**config.mk**
```make
export PLATFORM = sky130hd
export DESIGN_NAME = multi_click_drag_detector
export DESIGN_NICKNAME = d
export VERILOG_FILES = /design/src/mcd_pkg.sv /design/src/mcd_dist_sq.sv /design/src/multi_click_drag_detector.sv
export SDC_FILE = /design/constraint.sdc
export NUM_CORES = 2
export LEC_CHECK = 0
export BUFFER_PORTS_ARGS = -buffer_cell sky130_fd_sc_hd__buf_2
export CAP_MARGIN = 20
export CORE_ASPECT_RATIO = 0.5
export CORE_MARGIN = 1.5
export CORE_UTILIZATION = 60
export DETAILED_ROUTE_END_ITERATION = 8
export PLACE_DENSITY = 0.82
export SYNTH_ARGS = -nofsm -noshare
export SYNTH_HDL_FRONTEND = slang
export SYNTH_HIERARCHICAL = 1
export SYNTH_SLANG_ARGS = --single-unit
```
**constraint.sdc**
```tcl
create_clock -name clk -period 12.3 [get_ports clk]
set_input_delay 0.615 -clock clk [delete_from_list [all_inputs] [get_ports clk]]
set_output_delay 0.615 -clock clk [all_outputs]
set_load 0.005 [all_outputs]
```
**src/mcd_pkg.sv**
```systemverilog
// Shared types and constants of the multi-click and drag detector.
// Depends on nothing; used by mcd_dist_sq and multi_click_drag_detector.
package mcd_pkg;

  typedef enum logic [1:0] {
    OP_PRESS   = 2'd0,
    OP_RELEASE = 2'd1,
    OP_MOVE    = 2'd2
  } opcode_t;

  typedef enum logic [2:0] {
    EV_PRESS   = 3'd0,
    EV_DOUBLE  = 3'd1,
    EV_TRIPLE  = 3'd2,
    EV_CLICK   = 3'd3,
    EV_RELEASE = 3'd4,
    EV_DRAG    = 3'd5
  } event_t;

  typedef enum logic {
    REG_DRAG_THRESHOLD = 1'b0,
    REG_CLICK_INTERVAL = 1'b1
  } cfg_reg_t;

  localparam int          CoordW       = 16;
  localparam int          DistW        = 2 * (CoordW + 1) + 1;
  localparam logic [1:0]  MaxCount     = 2'd3;
  localparam logic [7:0]  ThrReset     = 8'd4;
  localparam logic [15:0] IntervalReset = 16'd500;

endpackage

```
**src/mcd_dist_sq.sv**
```systemverilog
// Squared Euclidean distance between two signed 16-bit points.
// Depends on mcd_pkg for the coordinate and distance widths.
module mcd_dist_sq import mcd_pkg::*; (
  input  logic signed [CoordW-1:0] ax,
  input  logic signed [CoordW-1:0] ay,
  input  logic signed [CoordW-1:0] bx,
  input  logic signed [CoordW-1:0] by,
  output logic        [DistW-1:0]  sq_sum
);

  logic signed [CoordW:0]       dx;
  logic signed [CoordW:0]       dy;
  logic signed [2*CoordW+1:0]   dx2;
  logic signed [2*CoordW+1:0]   dy2;

  assign dx  = {ax[CoordW-1], ax} - {bx[CoordW-1], bx};
  assign dy  = {ay[CoordW-1], ay} - {by[CoordW-1], by};
  assign dx2 = dx * dx;
  assign dy2 = dy * dy;

  // both squares are non-negative, so add them as unsigned magnitudes
  assign sq_sum = {1'b0, dx2} + {1'b0, dy2};

endmodule

```
**src/multi_click_drag_detector.sv**
```systemverilog
// Top level of the multi-click and drag detector: handshakes, state, classification.
// Depends on mcd_pkg and mcd_dist_sq.
//
//  channel  | handshake                 | payload
//  ---------+---------------------------+-----------------------------------------
//  input    | in_valid / in_ready       | opcode, button, pos_x, pos_y, time_ms
//  result   | out_valid / out_ready     | event_type, event_button
//  config   | cfg_we (no wait)          | cfg_index, cfg_data
//
// One beat a cycle while the result side is not stalled. An input beat lands in the
// input register, is classified there against the per-button state, and the result
// register is loaded when the beat moves on. The combinational path is the two
// 17-bit squares of the distance unit plus the add and compare. Moves that report
// nothing clear out_valid and leave the result payload untouched. Reset (rst,
// synchronous) clears counts, held flags, drag flag and active button and loads the
// register defaults. A stalled result holds the input register and drops in_ready
// only when that register is also full.
module multi_click_drag_detector import mcd_pkg::*; #(
  parameter int NUM_BUTTONS = 4
) (
  input  logic                     clk,
  input  logic                     rst,
  input  logic                     cfg_we,
  input  logic                     cfg_index,
  input  logic [15:0]              cfg_data,
  input  logic                     in_valid,
  output logic                     in_ready,
  input  logic [1:0]               opcode,
  input  logic [1:0]               button,
  input  logic signed [CoordW-1:0] pos_x,
  input  logic signed [CoordW-1:0] pos_y,
  input  logic [31:0]              time_ms,
  output logic                     out_valid,
  input  logic                     out_ready,
  output logic [2:0]               event_type,
  output logic [1:0]               event_button
);

  // the button field is two bits wide, so no more than four entries are reachable
  localparam int NB = (NUM_BUTTONS < 4) ? NUM_BUTTONS : 4;
  localparam int IW = (NB > 1) ? $clog2(NB) : 1;

  // configuration
  logic [15:0] thr_sq;
  logic [15:0] click_interval;

  // input register
  logic                     ivalid;
  logic [1:0]               ireg_op;
  logic [1:0]               ireg_btn;
  logic signed [CoordW-1:0] ireg_x;
  logic signed [CoordW-1:0] ireg_y;
  logic [31:0]              ireg_time;

  // per-button and pointer state
  logic [1:0]               press_count [NB];
  logic [31:0]              last_time   [NB];
  logic signed [CoordW-1:0] last_x      [NB];
  logic signed [CoordW-1:0] last_y      [NB];
  logic                     held        [NB];
  logic                     drag_seen;
  logic signed [CoordW-1:0] anchor_x;
  logic signed [CoordW-1:0] anchor_y;
  logic [1:0]               active_btn;

  // classification
  logic             proceed;
  logic [IW-1:0]    bidx;
  logic [IW-1:0]    aidx;
  logic             btn_ok;
  logic             act_ok;
  logic [1:0]       cnt_cur;
  logic [1:0]       cnt_new;
  logic [31:0]      elapsed;
  logic             cont;
  logic             drag_fire;
  logic [DistW-1:0] press_dist;
  logic [DistW-1:0] move_dist;
  logic             res_valid;
  event_t           res_type;
  logic [1:0]       res_btn;

  // advance the input register whenever the result register is free or being drained
  assign proceed  = ivalid && (!out_valid || out_ready);
  assign in_ready = !ivalid || proceed;

  assign bidx   = ireg_btn[IW-1:0];
  assign aidx   = active_btn[IW-1:0];
  assign btn_ok = 32'(ireg_btn) < NUM_BUTTONS;
  assign act_ok = 32'(active_btn) < NUM_BUTTONS;

  mcd_dist_sq u_press_dist (
    .ax     (ireg_x),
    .ay     (ireg_y),
    .bx     (last_x[bidx]),
    .by     (last_y[bidx]),
    .sq_sum (press_dist)
  );

  mcd_dist_sq u_move_dist (
    .ax     (ireg_x),
    .ay     (ireg_y),
    .bx     (anchor_x),
    .by     (anchor_y),
    .sq_sum (move_dist)
  );

  always_comb begin
    cnt_cur   = press_count[bidx];
    elapsed   = ireg_time - last_time[bidx];
    // a run continues only inside the interval and within twice the drag distance
    cont      = (cnt_cur != 2'd0) && (elapsed <= {16'd0, click_interval}) &&
                (press_dist <= {{(DistW-18){1'b0}}, thr_sq, 2'b00});
    cnt_new   = (cont && cnt_cur != MaxCount) ? cnt_cur + 2'd1 : 2'd1;
    drag_fire = act_ok && held[aidx] && !drag_seen &&
                (move_dist > {{(DistW-16){1'b0}}, thr_sq});
    res_valid = 1'b0;
    res_type  = EV_PRESS;
    res_btn   = ireg_btn;
    unique case (opcode_t'(ireg_op))
      OP_PRESS: begin
        res_valid = btn_ok;
        if (cnt_new == 2'd2) begin
          res_type = EV_DOUBLE;
        end else if (cnt_new == MaxCount) begin
          res_type = EV_TRIPLE;
        end else begin
          res_type = EV_PRESS;
        end
      end
      OP_RELEASE: begin
        res_valid = btn_ok;
        res_type  = (!drag_seen && cnt_cur == 2'd1) ? EV_CLICK : EV_RELEASE;
      end
      OP_MOVE: begin
        res_valid = drag_fire;
        res_type  = EV_DRAG;
        res_btn   = active_btn;
      end
      default: begin
        res_valid = 1'b0;
      end
    endcase
  end

  // configuration writes; the squared threshold is kept instead of the raw distance
  always_ff @(posedge clk) begin
    if (rst) begin
      thr_sq         <= 16'(ThrReset * ThrReset);
      click_interval <= IntervalReset;
    end else if (cfg_we) begin
      unique case (cfg_reg_t'(cfg_index))
        REG_DRAG_THRESHOLD: thr_sq         <= 16'(cfg_data[7:0]) * 16'(cfg_data[7:0]);
        REG_CLICK_INTERVAL: click_interval <= cfg_data;
        default:            click_interval <= click_interval;
      endcase
    end
  end

  // input register: take a beat when empty or when the held one moves on
  always_ff @(posedge clk) begin
    if (rst) begin
      ivalid <= 1'b0;
    end else if (in_valid && in_ready) begin
      ivalid <= 1'b1;
    end else if (proceed) begin
      ivalid <= 1'b0;
    end
  end

  always_ff @(posedge clk) begin
    if (in_valid && in_ready) begin
      ireg_op   <= opcode;
      ireg_btn  <= button;
      ireg_x    <= pos_x;
      ireg_y    <= pos_y;
      ireg_time <= time_ms;
    end
  end

  // control state
  always_ff @(posedge clk) begin
    if (rst) begin
      for (int i = 0; i < NB; i++) begin
        press_count[i] <= 2'd0;
        held[i]        <= 1'b0;
      end
      drag_seen  <= 1'b0;
      active_btn <= 2'd0;
    end else if (proceed) begin
      unique case (opcode_t'(ireg_op))
        OP_PRESS: begin
          if (btn_ok) begin
            held[bidx]        <= 1'b1;
            press_count[bidx] <= cnt_new;
            drag_seen         <= 1'b0;
            active_btn        <= ireg_btn;
          end
        end
        OP_RELEASE: begin
          if (btn_ok) begin
            held[bidx] <= 1'b0;
            drag_seen  <= 1'b0;
          end
        end
        OP_MOVE: begin
          // a drag ends any multi-click run of the active button
          if (drag_fire) begin
            drag_seen         <= 1'b1;
            press_count[aidx] <= 2'd0;
          end
        end
        default: begin
          drag_seen <= drag_seen;
        end
      endcase
    end
  end

  // payload state: only read once a press has written it
  always_ff @(posedge clk) begin
    if (proceed && opcode_t'(ireg_op) == OP_PRESS && btn_ok) begin
      last_time[bidx] <= ireg_time;
      last_x[bidx]    <= ireg_x;
      last_y[bidx]    <= ireg_y;
      anchor_x        <= ireg_x;
      anchor_y        <= ireg_y;
    end
  end

  // result register
  always_ff @(posedge clk) begin
    if (rst) begin
      out_valid <= 1'b0;
    end else if (proceed) begin
      out_valid <= res_valid;
    end else if (out_ready) begin
      out_valid <= 1'b0;
    end
  end

  always_ff @(posedge clk) begin
    if (proceed && res_valid) begin
      event_type   <= res_type;
      event_button <= res_btn;
    end
  end

  a_drag_clears_run: assert property (@(posedge clk) disable iff (rst)
    (proceed && opcode_t'(ireg_op) == OP_MOVE && drag_fire) |=>
      (drag_seen && press_count[$past(aidx)] == 2'd0))
    else $error("drag did not clear the run of the active button");

  a_press_sets_held: assert property (@(posedge clk) disable iff (rst)
    (proceed && opcode_t'(ireg_op) == OP_PRESS && btn_ok) |=>
      (held[$past(bidx)] && active_btn == $past(ireg_btn) && !drag_seen))
    else $error("press did not arm its button");

  a_button_range: assert property (@(posedge clk) disable iff (rst)
    out_valid |-> (32'(event_button) < NUM_BUTTONS))
    else $error("result names a button beyond the configured count");

  a_no_idle_stall: assert property (@(posedge clk) disable iff (rst)
    (!out_valid || out_ready) |-> in_ready)
    else $error("input stalled while the result side was free");

endmodule
```
# After elaboration in Yosys (flattened, before gate mapping)
# Memories as Yosys holds them, arrays and structs flattened. A register that Yosys moved wholly into a read port is not among the register bits.
# Index checks and enable logic that the tools add are counted.
[totals]
out_inout_bits = 7
latchBits = 0
word_cells = 119
mem_count = 5
ff_bits = 142
inputBits = 90
ram_bits = 268
rom_bits = 0
[mem_list]
columns = ["name", "words", "width", "read_ports", "rd_clocked_by_memory_dff", "write_ports", "line", "rtl"]
rows = [
  ["last_time", 4, 32, 1, 1, 1, "multi_click_drag_detector.sv:57", "logic [31:0] last_time [NB];"],
  ["last_x", 4, 16, 1, 1, 1, "multi_click_drag_detector.sv:58", "logic signed [CoordW-1:0] last_x [NB];"],
  ["last_y", 4, 16, 1, 1, 1, "multi_click_drag_detector.sv:59", "logic signed [CoordW-1:0] last_y [NB];"],
  ["press_count", 4, 2, 1, 1, 4, "multi_click_drag_detector.sv:56", "logic [1:0] press_count [NB];"],
  ["held", 4, 1, 1, 1, 4, "multi_click_drag_detector.sv:60", "logic held [NB];"],
]
[op_classes]
n_div = 0
magnitude_cmp = 3
reduce_logical = 28
n_bitwise = 2
n_eq_ne = 7
muxes = 46
n_shift = 0
n_mul = 5
n_addsub = 8
[op_table]
columns = ["cell", "count"]
rows = [
  ["$mul 17x17->34", 4],
  ["$add 34x34->35", 2],
  ["$sub 16x16->17", 4],
  ["$gt 35x16->1", 1],
  ["$le 35x18->1", 1],
  ["$le 32x16->1", 1],
  ["$sub 32x32->32", 1],
  ["$mux 2", 15],
  ["$mux 1", 27],
  ["$mul 8x8->16", 1],
  ["$logic_and 1x1->1", 10],
  ["$pmux 3 s3", 1],
  ["$reduce_bool 2->1", 4],
  ["$eq 2x2->1 const B", 3],
  ["$reduce_and 2->1", 3],
  ["$reduce_or 2->1", 3],
  ["$eq 2x1->1 const B", 2],
  ["$ne 2x2->1 const B", 2],
  ["$pmux 1 s2", 2],
  ["$logic_not 1->1", 3],
  ["$mux 3", 1],
  ["$reduce_and 3->1", 1],
  ["$add 2x1->2 const B", 1],
  ["$logic_not 2->1", 1],
  ["other kinds (4)", 5],
]

# Depth between registers and ports, before layout
[logic_depth]
depth_word = 12
depth_mapped = 57
ltp_nobuf = 54

# By module
# Netlist, hierarchy kept.
[by_module_without_submodules]
columns = ["mod", "seq_area_each_um2", "area_per_inst_um2", "cells_each", "instances"]
rows = [
  ["mcd_dist_sq at u_press_dist", 0.0, 22347.7, 2560, 1],
  ["mcd_dist_sq at u_move_dist", 0.0, 22141.2, 2516, 1],
  ["multi_click_drag_detector", 12001.5, 19453.7, 1365, 1],
]

# Worst setup path before layout
# OpenSTA, ideal clock, no wires.
[synth_path]
path_kind = "reg-to-reg"
startpoint = "register (tool-made name)"
endpoint = "memory press_count[0][1] (data pin)"
slack_ps = -193
stages_incl_launch_ff = 56
arrival_time_ps = 12323
required_time_ps = 12130
setup_ps = 170
n_path_buf = 3
synth_period_minus_slack_ps = 12493
cell_sequence = "dfxtp_1 buf_1 buf_1 mux4_2 ha_1 fa_1 nand2b_1 a21boi_1 o21a_1 o211ai_1 a21bo_2 and4_1 nor3_2 inv_2 buf_2 nand2_1 inv_2 fa_1 [20 not listed] nor2b_1 o21ai_0 nand2_1 a21o_1 a21oi_1 a31oi_1 a221o_1 a21o_1 nor4_1 nand4_1 a21oi_1 o2111ai_1 a21oi_1 o2111ai_1 nor4_2 nand4_2 or3_4 nor4_2"
[synth_lines]
columns = ["item", "line"]
rows = [
  ["end, declared", "multi_click_drag_detector.sv:56"],
]

==> results.cfg <==
[logic_synthesis]
synth_nets = 8224
yosysUniqueCellTypes = 100
syn_area_um2 = 63900
synth.ff_latch_count = 413
synth_edf_count = 373
syn_area_per_cell_um2 = 9.93
synthesis.instances = 6441
ys.flop_type = edfxtp_1
yosysWarnings = 6
synth-async-reset-ratio = 0
yosysSeqAreaShare = 0.188

[floorplanning]
start_util = 0.607
boundaryPins = 97
die_area_um2 = 109000
fp.coreArea_um2 = 105000
die_x_um = 465
rows = 84
die-height_um = 234

[hold_path]
hp-class = in -> reg
hp-start = time_ms[7]

[setup_path]
path_depth = 48
r2r_slack_ps = 70
critPathArrivalTime_ps = 12630
reg2reg_depth = 48
critPathLaunchType = flip-flop
path_max_fanout = 5
critical-path-max-stage-delay_ps = 520
worst_path_max_delay_cell = fa_1
required_ps = 12700
path_delay_family = adder cells
end_kind = flip-flop
crit_type = reg -> reg
crit_top_cell = fa_1
reg2reg_to = press_count[3][1]$_DFFE_PP_
crit_buf_inv = 4
crit_end = press_count[3][1]$_DFFE_PP_

[grt]
grt_overflow = 0
antenna_found_initial = 4
grt_first_pass_wirelength_um = 246000
grt_pass1_vias = 48600
grt_max_degree = 48
grtUsageTotal = 0.285

[final_layout]
instances_no_fill = 8127
final_area_um2 = 69900
final_util = 0.664
fill_cells = 7656
fin_nets = 8455
area_delta_synth_final_pct = 9.36
drive_gt1_frac = 0.113

[routing]
drt_iter0_markers = 3985
dr.pass1.iters = 9
drt_wl_total_um = 155000
via_per_inst = 5.70
vias = 46300
wl_per_cell_um = 19.0
ant_nets = 0
drc = 0

[clock_network]
numCtsBuffers = 42
h-tree-depth = 2
cts_root_buffer = clkbuf_16
cts.sinks = 413
cts_tree = built
clk_latency_ps = 580
cts_buffer_depth = 3
cts.clk_slew.worst_paths_ps = 70
hold_buffers = 0

[timing]
min_period_ps = 12230
rsz0062_at_grt = yes
period_share = 0.994
slew_headroom = 0.255
maxSlewViolCount = 0
tightest_slew_ps = 1110
timing.fmax_ghz = 0.0818
fin_skew_ps = 20.1
final_hold_viol_count = 0
setup_viol = 0

[run]
max-cap-violations = 0

[placed_design]
port_buffers = 96
dpl.hpwl_um = 122000
dp.cells = 7958
post_dp_cell_area_um2 = 66800
routabilityCongestion = 0.969

[status]
outcome = finished, final reports clean
## worst register-to-register path: cells and delay by family, from the launching register on
| family | cells | cell delay, ps |
|---|---|---|
| adders and majority gates | 10 | 4180 |
| and+or+nand+nor | 15 | 3130 |
| AOI/OAI and AO/OA | 15 | 2910 |
| muxes | 2 | 780 |
| DFF | 1 | 400 |
| xor gates and xnor gates | 2 | 340 |
| buffers and inverters | 4 | 300 |
## flip-flops by register name, summed over array words and instances, names as in the netlist, 32 cells and up, named ones only
name       flops
ireg_time     32
last_time    128
last_x        64
last_y        64
## synthesized netlist by cell type (all sizes together), types with 10 or more instances
library cell  count  area (um2)
mux4             66        1490
nor4             26         181
nor3             52         265
xnor2           223        1990
o21a             35         263
nand3            49         245
nand4            34         219
nor2            486        1820
clkbuf           99         372
inv            1597        5990
a211oi           24         198
o211ai           24         185
edfxtp          373       11200
or3              19         124
a21oi           275        1400
or2              17         106
buf              40         188
a21o            122         916
a21boi           18         135
ha              581        7270
nand2           536        2010
o31ai            21         176
and2             23         144
a2111oi          12         149
and3             31         194
a31oi            20         125
o21ai           144         728
o21bai           35         263
fa             1112       22300
a211o            10        87.6
nor2b            42         263
nand2b           46         288
dfxtp            40         801
xor2             74         656
## per-layer routing
metal	global-route usage	part of all wire	vias to the layer above
li1	-	-	20700
met1	0.372	0.39	23100
met2	0.491	0.49	2064
met3	0.0427	0.082	435
met4	0.0964	0.039	2
met5	0	0.000065	-
## area by class of cell
cell class / instances / area (um2) / area share
Antenna cell: 2 / 5.00 / 0.0000716
Clock buffer: 50 / 1080 / 0.0155
Clock inverter: 28 / 255 / 0.00365
Inverter: 1604 / 6060 / 0.0867
Multi-Input combinational cell: 4285 / 46400 / 0.663
Sequential cell: 413 / 12000 / 0.172
Tap cell: 1419 / 1780 / 0.0254
Timing Repair Buffer: 326 / 2370 / 0.0339
## worst min-delay path by stage
stage                                                 end  slack, ps  cells past startpoint
after floorplan                   thr_sq[11]$_SDFFE_PP0P_        430                      2
after global placement            thr_sq[13]$_SDFFE_PP0P_        440                      2
after detailed placement  click_interval[14]$_SDFFE_PP0P_        450                      2
after CTS                          ireg_time[7]$_DFFE_PP_        190                      1
after global routing              ireg_time[24]$_DFFE_PP_        200                      1
final                              ireg_time[7]$_DFFE_PP_        220                      1
## cell families after synthesis
family,count (synthesis),share of synthesized area
fa+ha+maj,1693,0.462
flops,413,0.188
xor+xnor,297,0.0414
buf+inv,1743,0.103
simple gates,1397,0.0966
mux,77,0.0251
compound gates,821,0.0845
## repair_timing
action / 4_1_cts / 5_1_grt
resized for setup: 26 / 254
endpoints found under the setup margin: 10 / 28
pin swaps: 12 / 118
setup buffers: 14 / 75
## placed cells by master (no fill, tap or decap), drive strengths merged, types with 23 or more instances in the layout
master	count
nor4	26
and3	31
buf	326
a211oi	24
xor2	74
nor3	52
xnor2	223
nand2b	46
nor2	486
inv	1599
nor2b	42
a21o	122
fa	1112
o21ai	144
edfxtp	373
o21bai	35
clkinv	26
mux4	66
nand2	536
ha	581
o21a	35
nand3	49
and2	23
clkbuf	50
nand4	34
a21oi	275
o211ai	24
dfxtp	40
## stage by stage
step / hold slack (ps) / setup slack (ps) / setup TNS [ps]
after global routing: 199 / -385 / -3390
after floorplan: 432 / 33.9 / 0
final: 215 / 72.4 / 0
after detailed placement: 447 / -281 / -1500
after global placement: 442 / 35.2 / 0
after CTS: 194 / 2.01 / 0
Power is not shown: default switching activity piles up to over one toggle a cycle in this logic, so the estimate is an artifact.
